<file path="src/rtl/alc_pkg.sv">
// ---------------------------------------------------------------------------
// alc_pkg: shared types and constants of the block allocator
// Payload structs, table entry layout, status and register codes.
// ---------------------------------------------------------------------------
`default_nettype none

package alc_pkg;

  localparam int ADDR_BITS = 16;
  localparam int LEN_W     = 17;
  localparam logic [LEN_W-1:0] POOL_MAX = LEN_W'(1 << ADDR_BITS);

  // status codes
  localparam logic [1:0] ST_OK      = 2'd0;
  localparam logic [1:0] ST_NOSPACE = 2'd1;
  localparam logic [1:0] ST_UNKNOWN = 2'd2;
  localparam logic [1:0] ST_FULL    = 2'd3;

  // fit policies
  localparam logic [1:0] POL_BEST  = 2'd1;
  localparam logic [1:0] POL_WORST = 2'd2;

  // configuration register indexes
  localparam logic [1:0] REG_POLICY = 2'd0;
  localparam logic [1:0] REG_POOL   = 2'd1;

  // request codes
  localparam logic FUNC_FREE = 1'b1;

  typedef struct packed {
    logic             func;
    logic [LEN_W-1:0] request_length;
    logic [15:0]      block_address;
  } alc_in_t;

  typedef struct packed {
    logic [15:0]      granted_address;
    logic [1:0]       status;
    logic [LEN_W-1:0] free_bytes;
  } alc_out_t;

  typedef struct packed {
    logic [1:0]       index;
    logic [LEN_W-1:0] data;
  } alc_cfg_t;

  // one table entry, hole or allocated block
  typedef struct packed {
    logic             valid;
    logic [15:0]      start;
    logic [LEN_W-1:0] length;
  } alc_ent_t;

endpackage : alc_pkg

`default_nettype wire

</file>
<file path="src/rtl/alc_tables.sv">
// ---------------------------------------------------------------------------
// alc_tables: hole table and allocation table
// Register arrays with one shared scan read index and one write port each.
// ---------------------------------------------------------------------------
`default_nettype none

module alc_tables import alc_pkg::*; #(
  parameter int MAX_BLOCKS = 16,
  localparam int IW = (MAX_BLOCKS > 1) ? $clog2(MAX_BLOCKS) : 1
) (
  input  wire logic          clk,
  input  wire logic          rst_n,
  input  wire logic          clear,
  input  wire logic [IW-1:0] rd_idx,
  output alc_ent_t           hole_rd,
  output alc_ent_t           used_rd,
  input  wire logic          hole_we,
  input  wire logic [IW-1:0] hole_widx,
  input  wire alc_ent_t      hole_wdata,
  input  wire logic          used_we,
  input  wire logic [IW-1:0] used_widx,
  input  wire alc_ent_t      used_wdata
);

  logic [15:0]      hole_start_r [MAX_BLOCKS];
  logic [LEN_W-1:0] hole_len_r   [MAX_BLOCKS];
  logic [MAX_BLOCKS-1:0] hole_vld_r;
  logic [15:0]      used_start_r [MAX_BLOCKS];
  logic [LEN_W-1:0] used_len_r   [MAX_BLOCKS];
  logic [MAX_BLOCKS-1:0] used_vld_r;

  // valid bits: cleared by reset and by a pool resize
  always_ff @(posedge clk) begin
    if (!rst_n || clear) begin
      hole_vld_r <= '0;
      used_vld_r <= '0;
    end else begin
      if (hole_we) hole_vld_r[hole_widx] <= hole_wdata.valid;
      if (used_we) used_vld_r[used_widx] <= used_wdata.valid;
    end
  end

  // payload fields
  always_ff @(posedge clk) begin
    if (hole_we) begin
      hole_start_r[hole_widx] <= hole_wdata.start;
      hole_len_r[hole_widx]   <= hole_wdata.length;
    end
    if (used_we) begin
      used_start_r[used_widx] <= used_wdata.start;
      used_len_r[used_widx]   <= used_wdata.length;
    end
  end

  // scan read
  assign hole_rd = '{valid: hole_vld_r[rd_idx], start: hole_start_r[rd_idx],
                     length: hole_len_r[rd_idx]};
  assign used_rd = '{valid: used_vld_r[rd_idx], start: used_start_r[rd_idx],
                     length: used_len_r[rd_idx]};

endmodule : alc_tables

`default_nettype wire

</file>
<file path="src/rtl/alc_ctrl.sv">
// ---------------------------------------------------------------------------
// alc_ctrl: request sequencer
// Scans the tables one entry a cycle through a shared compare unit, then
// commits the table updates and registers the result.
// ---------------------------------------------------------------------------
`default_nettype none

module alc_ctrl import alc_pkg::*; #(
  parameter int MAX_BLOCKS = 16,
  localparam int IW = (MAX_BLOCKS > 1) ? $clog2(MAX_BLOCKS) : 1
) (
  input  wire logic          clk,
  input  wire logic          rst_n,
  input  wire logic          in_valid,
  output logic               in_ready,
  input  wire alc_in_t       in_data,
  output logic               out_valid,
  input  wire logic          out_ready,
  output alc_out_t           out_data,
  input  wire logic          cfg_valid,
  input  wire alc_cfg_t      cfg_req,
  output logic               clear,
  output logic [IW-1:0]      rd_idx,
  input  wire alc_ent_t      hole_rd,
  input  wire alc_ent_t      used_rd,
  output logic               hole_we,
  output logic [IW-1:0]      hole_widx,
  output alc_ent_t           hole_wdata,
  output logic               used_we,
  output logic [IW-1:0]      used_widx,
  output alc_ent_t           used_wdata
);

  localparam logic [2:0] S_IDLE  = 3'd0;
  localparam logic [2:0] S_ASCAN = 3'd1;
  localparam logic [2:0] S_ADEC  = 3'd2;
  localparam logic [2:0] S_UFIND = 3'd3;
  localparam logic [2:0] S_HSCAN = 3'd4;
  localparam logic [2:0] S_HDEC  = 3'd5;
  localparam logic [2:0] S_WR2   = 3'd6;
  localparam logic [2:0] S_DONE  = 3'd7;

  localparam logic [IW-1:0] LAST = IW'(MAX_BLOCKS - 1);

  logic [2:0]       state_r, state_nxt;
  logic [IW-1:0]    idx_r, idx_nxt;
  logic             func_r;
  logic [LEN_W-1:0] len_r;
  logic [15:0]      addr_r;
  logic [1:0]       policy_r;
  logic [LEN_W-1:0] pool_r, top_r, avail_r;
  logic [LEN_W-1:0] top_nxt, avail_nxt;

  // scan findings
  logic             best_f_r, slot_f_r, u_f_r, bef_f_r, aft_f_r, emp_f_r;
  logic [IW-1:0]    best_i_r, slot_i_r, u_i_r, bef_i_r, aft_i_r, emp_i_r;
  logic [15:0]      best_s_r, bef_s_r;
  logic [LEN_W-1:0] best_l_r, u_l_r, bef_l_r, aft_l_r;

  logic [1:0]       status_r, status_nxt;
  logic [15:0]      grant_r, grant_nxt;
  logic             out_valid_r;
  alc_out_t         out_r;

  // shared compare unit
  logic             fits, better;
  logic [LEN_W:0]   hole_end, free_end;
  logic             at_before, at_after;

  assign fits = hole_rd.valid && (hole_rd.length >= len_r);

  always_comb begin
    unique case (policy_r)
      POL_BEST:  better = (hole_rd.length < best_l_r) ||
                          ((hole_rd.length == best_l_r) && (hole_rd.start < best_s_r));
      POL_WORST: better = (hole_rd.length > best_l_r) ||
                          ((hole_rd.length == best_l_r) && (hole_rd.start < best_s_r));
      default:   better = hole_rd.start < best_s_r;
    endcase
  end

  assign hole_end  = {2'b00, hole_rd.start} + {1'b0, hole_rd.length};
  assign free_end  = {2'b00, addr_r} + {1'b0, u_l_r};
  assign at_before = hole_end == {2'b00, addr_r};
  assign at_after  = {2'b00, hole_rd.start} == free_end;

  assign in_ready = state_r == S_IDLE;
  assign rd_idx   = idx_r;
  assign clear    = cfg_valid && (cfg_req.index == REG_POOL);

  // sequencer and commit logic
  always_comb begin
    state_nxt  = state_r;
    idx_nxt    = idx_r;
    status_nxt = status_r;
    grant_nxt  = grant_r;
    top_nxt    = top_r;
    avail_nxt  = avail_r;
    hole_we    = 1'b0;
    hole_widx  = best_i_r;
    hole_wdata = '{valid: 1'b0, start: '0, length: '0};
    used_we    = 1'b0;
    used_widx  = slot_i_r;
    used_wdata = '{valid: 1'b0, start: '0, length: '0};
    unique case (state_r)
      S_IDLE: begin
        if (in_valid) begin
          idx_nxt    = '0;
          grant_nxt  = '0;
          status_nxt = ST_OK;
          if (in_data.func == FUNC_FREE) begin
            state_nxt = S_UFIND;
          end else if (in_data.request_length == '0) begin
            status_nxt = ST_NOSPACE;
            state_nxt  = S_DONE;
          end else begin
            state_nxt = S_ASCAN;
          end
        end
      end
      S_ASCAN, S_UFIND, S_HSCAN: begin
        idx_nxt = idx_r + 1'b1;
        if (idx_r == LAST) begin
          idx_nxt = '0;
          unique case (state_r)
            S_ASCAN: state_nxt = S_ADEC;
            S_UFIND: state_nxt = S_HSCAN;
            default: state_nxt = S_HDEC;
          endcase
        end
        if ((state_r == S_UFIND) && (idx_r == LAST) && !u_f_r &&
            !(used_rd.valid && used_rd.start == addr_r)) begin
          status_nxt = ST_UNKNOWN;
          state_nxt  = S_DONE;
        end
      end
      S_ADEC: begin
        state_nxt = S_DONE;
        if (!slot_f_r) begin
          status_nxt = ST_FULL;
        end else if (best_f_r) begin
          // split the chosen hole from its low end
          grant_nxt  = best_s_r;
          hole_we    = 1'b1;
          hole_widx  = best_i_r;
          hole_wdata = '{valid: best_l_r != len_r,
                         start: best_s_r + len_r[15:0],
                         length: best_l_r - len_r};
          used_we    = 1'b1;
          used_wdata = '{valid: 1'b1, start: best_s_r, length: len_r};
          avail_nxt  = (avail_r >= len_r) ? avail_r - len_r : '0;
        end else if ((top_r > pool_r) || ((pool_r - top_r) < len_r)) begin
          status_nxt = ST_NOSPACE;
        end else begin
          // take bytes from the top region
          grant_nxt  = top_r[15:0];
          top_nxt    = top_r + len_r;
          used_we    = 1'b1;
          used_wdata = '{valid: 1'b1, start: top_r[15:0], length: len_r};
          avail_nxt  = (avail_r >= len_r) ? avail_r - len_r : '0;
        end
      end
      S_HDEC: begin
        state_nxt  = S_DONE;
        used_widx  = u_i_r;
        used_wdata = '{valid: 1'b0, start: addr_r, length: u_l_r};
        if (bef_f_r) begin
          hole_we    = 1'b1;
          hole_widx  = bef_i_r;
          hole_wdata = '{valid: 1'b1, start: bef_s_r,
                         length: bef_l_r + u_l_r + (aft_f_r ? aft_l_r : '0)};
          if (aft_f_r) state_nxt = S_WR2;
        end else if (aft_f_r) begin
          hole_we    = 1'b1;
          hole_widx  = aft_i_r;
          hole_wdata = '{valid: 1'b1, start: addr_r, length: aft_l_r + u_l_r};
        end else if (emp_f_r) begin
          hole_we    = 1'b1;
          hole_widx  = emp_i_r;
          hole_wdata = '{valid: 1'b1, start: addr_r, length: u_l_r};
        end else begin
          status_nxt = ST_FULL;
        end
        if (bef_f_r || aft_f_r || emp_f_r) begin
          used_we   = 1'b1;
          avail_nxt = avail_r + u_l_r;
        end
      end
      S_WR2: begin
        // drop the merged upper neighbor
        hole_we    = 1'b1;
        hole_widx  = aft_i_r;
        hole_wdata = '{valid: 1'b0, start: '0, length: '0};
        state_nxt  = S_DONE;
      end
      default: begin
        if (!out_valid_r || out_ready) state_nxt = S_IDLE;
      end
    endcase
  end

  // control state
  always_ff @(posedge clk) begin
    if (!rst_n) begin
      state_r     <= S_IDLE;
      idx_r       <= '0;
      out_valid_r <= 1'b0;
      policy_r    <= '0;
      pool_r      <= POOL_MAX;
      top_r       <= '0;
      avail_r     <= POOL_MAX;
    end else begin
      state_r <= state_nxt;
      idx_r   <= idx_nxt;
      top_r   <= top_nxt;
      avail_r <= avail_nxt;
      if (state_r == S_DONE && (!out_valid_r || out_ready)) begin
        out_valid_r <= 1'b1;
      end else if (out_ready) begin
        out_valid_r <= 1'b0;
      end
      if (cfg_valid && cfg_req.index == REG_POLICY) begin
        policy_r <= cfg_req.data[1:0];
      end
      if (clear) begin
        pool_r  <= (cfg_req.data > POOL_MAX) ? POOL_MAX : cfg_req.data;
        avail_r <= (cfg_req.data > POOL_MAX) ? POOL_MAX : cfg_req.data;
        top_r   <= '0;
      end
    end
  end

  // request payload and scan findings
  always_ff @(posedge clk) begin
    status_r <= status_nxt;
    grant_r  <= grant_nxt;
    if (state_r == S_IDLE) begin
      func_r   <= in_data.func;
      len_r    <= in_data.request_length;
      addr_r   <= in_data.block_address;
      best_f_r <= 1'b0;
      slot_f_r <= 1'b0;
      u_f_r    <= 1'b0;
      bef_f_r  <= 1'b0;
      aft_f_r  <= 1'b0;
      emp_f_r  <= 1'b0;
    end
    if (state_r == S_ASCAN) begin
      if (!used_rd.valid && !slot_f_r) begin
        slot_f_r <= 1'b1;
        slot_i_r <= idx_r;
      end
      if (fits && (!best_f_r || better)) begin
        best_f_r <= 1'b1;
        best_i_r <= idx_r;
        best_s_r <= hole_rd.start;
        best_l_r <= hole_rd.length;
      end
    end
    if (state_r == S_UFIND && !u_f_r && used_rd.valid && used_rd.start == addr_r) begin
      u_f_r <= 1'b1;
      u_i_r <= idx_r;
      u_l_r <= used_rd.length;
    end
    if (state_r == S_HSCAN) begin
      if (!hole_rd.valid) begin
        if (!emp_f_r) begin
          emp_f_r <= 1'b1;
          emp_i_r <= idx_r;
        end
      end else if (at_before) begin
        bef_f_r <= 1'b1;
        bef_i_r <= idx_r;
        bef_s_r <= hole_rd.start;
        bef_l_r <= hole_rd.length;
      end else if (at_after) begin
        aft_f_r <= 1'b1;
        aft_i_r <= idx_r;
        aft_l_r <= hole_rd.length;
      end
    end
    if (state_r == S_DONE && (!out_valid_r || out_ready)) begin
      out_r <= '{granted_address: (func_r == FUNC_FREE) ? 16'd0 : grant_r,
                 status: status_r, free_bytes: avail_r};
    end
  end

  assign out_valid = out_valid_r;
  assign out_data  = out_r;

`ifndef SYNTHESIS
  a_top_in_pool: assert property (@(posedge clk) disable iff (!rst_n)
    top_r <= pool_r) else $error("top region beyond pool");
  a_avail_in_pool: assert property (@(posedge clk) disable iff (!rst_n)
    avail_r <= pool_r) else $error("free count beyond pool");
  a_err_no_grant: assert property (@(posedge clk) disable iff (!rst_n)
    (state_r == S_DONE && status_r != ST_OK) |-> grant_r == '0)
    else $error("address granted on error");
  a_busy_no_ready: assert property (@(posedge clk) disable iff (!rst_n)
    (hole_we || used_we) |-> !in_ready) else $error("table write while idle");
`endif

endmodule : alc_ctrl

`default_nettype wire

</file>
<file path="src/rtl/fit_policy_block_allocator_core.sv">
// ---------------------------------------------------------------------------
// fit_policy_block_allocator_core: first/best/worst fit byte pool allocator
//
//   channel | direction | handshake             | payload
//   in      | input     | in_valid / in_ready   | alc_in_t  (func, length, address)
//   out     | output    | out_valid / out_ready | alc_out_t (address, status, free)
//   cfg     | input     | cfg_valid / cfg_ready | alc_cfg_t (index, data)
//
// An allocate scans both tables together, a free the allocation table and
// then the hole table, with one more write when two holes merge; a scan reads
// one entry per cycle. A zero-length allocate skips the scan.
// Reset is synchronous; writing pool_bytes clears both tables at once.
// The result sits in an output register; a stalled out side holds the
// sequencer in its final state and in_ready stays low until it drains.
// ---------------------------------------------------------------------------
`default_nettype none

module fit_policy_block_allocator_core import alc_pkg::*; #(
  parameter int MAX_BLOCKS = 16
) (
  input  wire logic    clk,
  input  wire logic    rst_n,
  input  wire logic    in_valid,
  output logic         in_ready,
  input  wire alc_in_t in_data,
  output logic         out_valid,
  input  wire logic    out_ready,
  output alc_out_t     out_data,
  input  wire logic    cfg_valid,
  output logic         cfg_ready,
  input  wire alc_cfg_t cfg_req
);

  localparam int IW = (MAX_BLOCKS > 1) ? $clog2(MAX_BLOCKS) : 1;

  logic          clear;
  logic [IW-1:0] rd_idx, hole_widx, used_widx;
  alc_ent_t      hole_rd, used_rd, hole_wdata, used_wdata;
  logic          hole_we, used_we;

  // take configuration at any cycle
  assign cfg_ready = 1'b1;

  alc_ctrl #(.MAX_BLOCKS(MAX_BLOCKS)) u_ctrl (
    .clk, .rst_n, .in_valid, .in_ready, .in_data, .out_valid, .out_ready,
    .out_data, .cfg_valid, .cfg_req, .clear, .rd_idx, .hole_rd, .used_rd,
    .hole_we, .hole_widx, .hole_wdata, .used_we, .used_widx, .used_wdata
  );

  alc_tables #(.MAX_BLOCKS(MAX_BLOCKS)) u_tables (
    .clk, .rst_n, .clear, .rd_idx, .hole_rd, .used_rd,
    .hole_we, .hole_widx, .hole_wdata, .used_we, .used_widx, .used_wdata
  );

endmodule : fit_policy_block_allocator_core

`default_nettype wire
</file>
<file path="config.mk">
export PLATFORM = sky130hd
export DESIGN_NAME = fit_policy_block_allocator_core
export DESIGN_NICKNAME = d
export VERILOG_FILES = /design/src/rtl/alc_pkg.sv /design/src/rtl/alc_tables.sv /design/src/rtl/alc_ctrl.sv /design/src/rtl/fit_policy_block_allocator_core.sv
export SDC_FILE = /design/constraint.sdc
export NUM_CORES = 2
export LEC_CHECK = 0
export ABC_CLOCK_PERIOD_IN_PS = 9600
export BUFFER_PORTS_ARGS = -buffer_cell sky130_fd_sc_hd__clkbuf_2
export CELL_PAD_IN_SITES_DETAIL_PLACEMENT = 0
export CELL_PAD_IN_SITES_GLOBAL_PLACEMENT = 1
export CORE_UTILIZATION = 45
export DETAILED_ROUTE_END_ITERATION = 16
export PLACE_DENSITY = 0.67
export SYNTH_ARGS = -nofsm -noshare
export SYNTH_HDL_FRONTEND = slang
export SYNTH_SLANG_ARGS = --single-unit
</file>
<file path="constraint.sdc">
create_clock -name clk -period 9.6 [get_ports clk]
set_input_delay 2.88 -clock clk [delete_from_list [all_inputs] [get_ports clk]]
set_output_delay 2.88 -clock clk [all_outputs]
set_load 0.005 [all_outputs]
</file>
==> flow_summary.json <==
{
  "whs_endpoint": "u_ctrl.out_data[17]$_DFFE_PP_",
  "cp_top_family": "compound AO/OA/AOI/OAI gates",
  "cts_resized": 0,
  "grt_max_degree": 65,
  "path_class": "reg -> reg",
  "critPathSlowestCell": "a222oi_1",
  "mostFrequentLayoutCells": "1267 x edfxtp_1, 330 x mux4_2, 227 x ha_1",
  "min_path_cells": 0,
  "cp_common_cell": "o21ai_0",
  "fp.coreArea_um2": 136000,
  "grt_pass1_wl_um": 258000,
  "die_area_um2": 139000,
  "rrSetupSlack_ns": 2.77,
  "grt_usage_pct": 26.1,
  "setup_tns_ns": 0,
  "path_cells": "inv_1 > ha_1 > nor2b_1 > o21ai_0 > a21boi_0 > o21ai_0 > a21oi_1 > or2_2 > a21o_1 > a21oi_1 > xnor2_1 > ha_1 > and2_1 > a221oi_1 > o21ai_0 > a2111oi_0 > a211o_1 > a211o_1 > or2_2 > nor3_4 > buf_4 > a222oi_1 > inv_1",
  "routed_wl_um": 182000,
  "numPortBuffers": 94,
  "finalCritPeriodShare_pct": 71.2,
  "drc_errors": 0,
  "ys.flop_type": "edfxtp_1",
  "finClkSkew_ns": 0.0592,
  "rows": 135,
  "setup_viol": 0,
  "die_w_um": 373,
  "path_buf_inv": 3,
  "synth_top_family_by_area": "multiplexers",
  "place.gp.congestion": 0.900,
  "synth.top_cell.area_share_pct": 61.4,
  "final_common_cell": "edfxtp_1",
  "vias": 36043,
  "syn2layout_area_growth_pct": 12.6,
  "n_fill_cell": 11152,
  "hold_viol": 0,
  "initial_core_util_pct": 45.5,
  "slowest_delay_ns": 0.88,
  "rsz0062_at_grt": "no",
  "netlist_area_um2": 61900,
  "cts_tree": "yes",
  "hold_path_startpoint": "u_ctrl.status_r[0]$_DFFE_PP_",
  "synthXorXnorAreaFrac_pct": 2.53,
  "synth_edf_count": 1267,
  "synthCells": 3814,
  "first_pass_iters": 8,
  "dp_hpwl_um": 112000,
  "post_cts_buffers": 0,
  "ys_seq_area_share_pct": 64.8,
  "worst_setup_path_end_kind": "register",
  "drive_above_1_share_pct": 19.5,
  "synth.area.top_cells": "edfxtp_1 61%, mux4_2 12%, ha_1 4.6%, dfxtp_1 3.3%, xnor2_1 1.7%",
  "nets": 4316,
  "drt_first_iter_violations": 3868,
  "synth.net_count": 4125,
  "root_buffer": "clkbuf_16",
  "ys_types": 77,
  "clkLatencyLatePin_ns": 0.81,
  "worstMarginPinSlew_ns": 1.36,
  "worst_ep_required_time_ns": 9.99,
  "synth-simple-area-share_pct": 5.29,
  "cts_hold_buffers": 0,
  "syn_area_per_cell_um2": 16.2,
  "hold_path.class": "reg -> reg",
  "synthAdderAreaFrac_pct": 5.43,
  "drtAntennaViolNets": 0,
  "p_leak_nw": 23.6,
  "synth_area_leader_cell": "edfxtp_1",
  "clkSlewWorstSetupHoldPaths_ns": 0.06,
  "die_h_um": 373,
  "synth_seq_cells": 1370,
  "synth_compound_area_share_pct": 6.95,
  "wl_per_cell_um": 30.8,
  "viasPerCell": 6.11,
  "rr_startpoint": "u_ctrl.top_r[2]$_SDFFE_PP0P_",
  "max_slew_margin_pct": 9.34,
  "status": "completed",
  "cp_max_fo": 34,
  "gr-total-overflow": 0,
  "fmax_ghz": 0.146,
  "drv_cap": 0,
  "min_period_ns": 6.83,
  "arrival_ns": 7.23,
  "clock_sinks": 1370,
  "regToRegEndpoint": "u_tables.used_start_r[14][3]$_DFFE_PP_",
  "muxShareOfSynthArea_pct": 13.2,
  "ys_warn_count": 0,
  "ys_async_sr_fraction_pct": 0,
  "p_per_area_nw_per_um2": 224,
  "grt_antenna_before_repair": 1,
  "cts_buffer_depth": 3,
  "cts_buffers": 146,
  "finalMaxSlewViolations": 0,
  "io_pins": 96,
  "irDropWorstVdd_mv": 0.179,
  "power_mw": 15.6,
  "critPathLaunch": "u_ctrl.top_r[2]$_SDFFE_PP0P_",
  "reg2reg_depth": 23,
  "h-tree-depth": 4,
  "grt_pass1_vias": 35203,
  "start_kind": "register"
}
==> cell type report <==
type                            count  area [um^2]  share of cell area (%)
Clock buffer                      187         3940                    5.65
Sequential cell                  1370        40100                    57.6
Inverter                          120          450                   0.646
Clock inverter                     77          701                    1.00
Multi-Input combinational cell   2170        21000                    30.1
Timing Repair Buffer              197         1260                    1.80
Antenna cell                        1         2.50                 0.00359
Tap cell                         1781         2230                    3.20
==> worst max-delay path by stage <==
stage	cells after the start	slack, ns	to
global placement	23	2.50	u_tables.used_start_r[12][1]$_DFFE_PP_
finish	23	2.77	u_tables.used_start_r[14][3]$_DFFE_PP_
CTS	23	2.44	u_tables.used_start_r[8][1]$_DFFE_PP_
detailed placement	23	2.53	u_tables.used_start_r[15][1]$_DFFE_PP_
global route	15	2.45	u_ctrl.bef_l_r[16]$_DFFE_PP_
floorplan	19	1.70	u_ctrl.best_i_r[0]$_DFFE_PP_
==> power breakdown <==
group	switching, mW	total (mW)	internal, mW	leakage (nW)
combinational	1.74	3.05	1.30	8.62
clock	2.37	5.48	3.11	2.24
sequential	0.388	7.09	6.70	12.8
==> registers in the layout, summed over array words and instances, names as in the netlist, 16 cells and up, named ones only <==
signal and count:
u_tables.hole_len_r 272, u_tables.used_len_r 272, u_tables.hole_start_r 256, u_tables.used_start_r 256
u_ctrl.out_data 35, u_ctrl.aft_l_r 17, u_ctrl.avail_r 17, u_ctrl.bef_l_r 17
u_ctrl.best_l_r 17, u_ctrl.len_r 17, u_ctrl.pool_r 17, u_ctrl.top_r 17
u_ctrl.u_l_r 17, u_ctrl.addr_r 16, u_ctrl.bef_s_r 16, u_ctrl.best_s_r 16
u_ctrl.grant_r 16, u_tables.hole_vld_r 16, u_tables.used_vld_r 16
==> cell families after synthesis <==
logic type | count (synthesis)
adder cells (fa/ha/maj) | 253
flip-flops | 1370
XOR/XNOR | 178
other | 1
buffers and inverters | 274
multiplexers | 403
AO/OA/AOI/OAI | 664
AND/OR/NAND/NOR | 671
==> synthesized netlist by cell type, drive strengths merged, types with 20 or more instances <==
| cell | number |
|---|---|
| buf | 54 |
| inv | 120 |
| and2 | 29 |
| xnor2 | 122 |
| a21o | 52 |
| dfxtp | 103 |
| nor4 | 21 |
| a211oi | 25 |
| mux4 | 330 |
| fa | 26 |
| a21oi | 181 |
| edfxtp | 1267 |
| clkbuf | 100 |
| a221oi | 21 |
| o21a | 26 |
| nand2b | 31 |
| nand3 | 56 |
| nor2 | 173 |
| ha | 227 |
| o22ai | 22 |
| mux2i | 70 |
| a31oi | 20 |
| nand4 | 24 |
| nand2 | 168 |
| nor3 | 48 |
| nor2b | 48 |
| xor2 | 56 |
| o21ai | 156 |
==> worst reg2reg max path, stage by stage, from the launching register on <==
cell and delay (ns):
dfxtp_1 0.57, inv_1 0.12, ha_1 0.36, nor2b_1 0.15, o21ai_0 0.25, a21boi_0 0.16, o21ai_0 0.27, a21oi_1 0.15
or2_2 0.33, a21o_1 0.18, a21oi_1 0.17, xnor2_1 0.14, ha_1 0.24, and2_1 0.16, a221oi_1 0.36, o21ai_0 0.14
a2111oi_0 0.42, a211o_1 0.17, a211o_1 0.15, or2_2 0.19, nor3_4 0.06, buf_4 0.31, a222oi_1 0.92, inv_1 0.47
==> metal layers <==
layer  part of all wire (%)  global-route usage, %  up-vias  wire, um
met2                     47                   41.4     1361     86200
met5                 0.0072                      0        -        13
met3                    7.1                   4.26      245     12900
met1                     43                   36.8    18769     77400
met4                    2.8                   8.17        2      5170
li1                       -                      -    15666         -
==> through the flow <==
| step | setup slack, ns | area, um^2 | instances | hold slack, ns | util, % |
|---|---|---|---|---|---|
| after floorplan | 1.70 | 61900 | 3814 | 0.400 | - |
| after global placement | 2.50 | 65100 | 5637 | 0.456 | 47.9 |
| after detailed placement | 2.53 | 65100 | 5637 | 0.451 | 47.9 |
| after CTS | 2.44 | 69700 | 5901 | 0.472 | 51.3 |
| after global routing | 2.45 | 69700 | 5902 | 0.472 | 51.3 |
| final | 2.77 | 69700 | 5903 | 0.467 | 51.3 |
(Power assumes the default switching activity.)
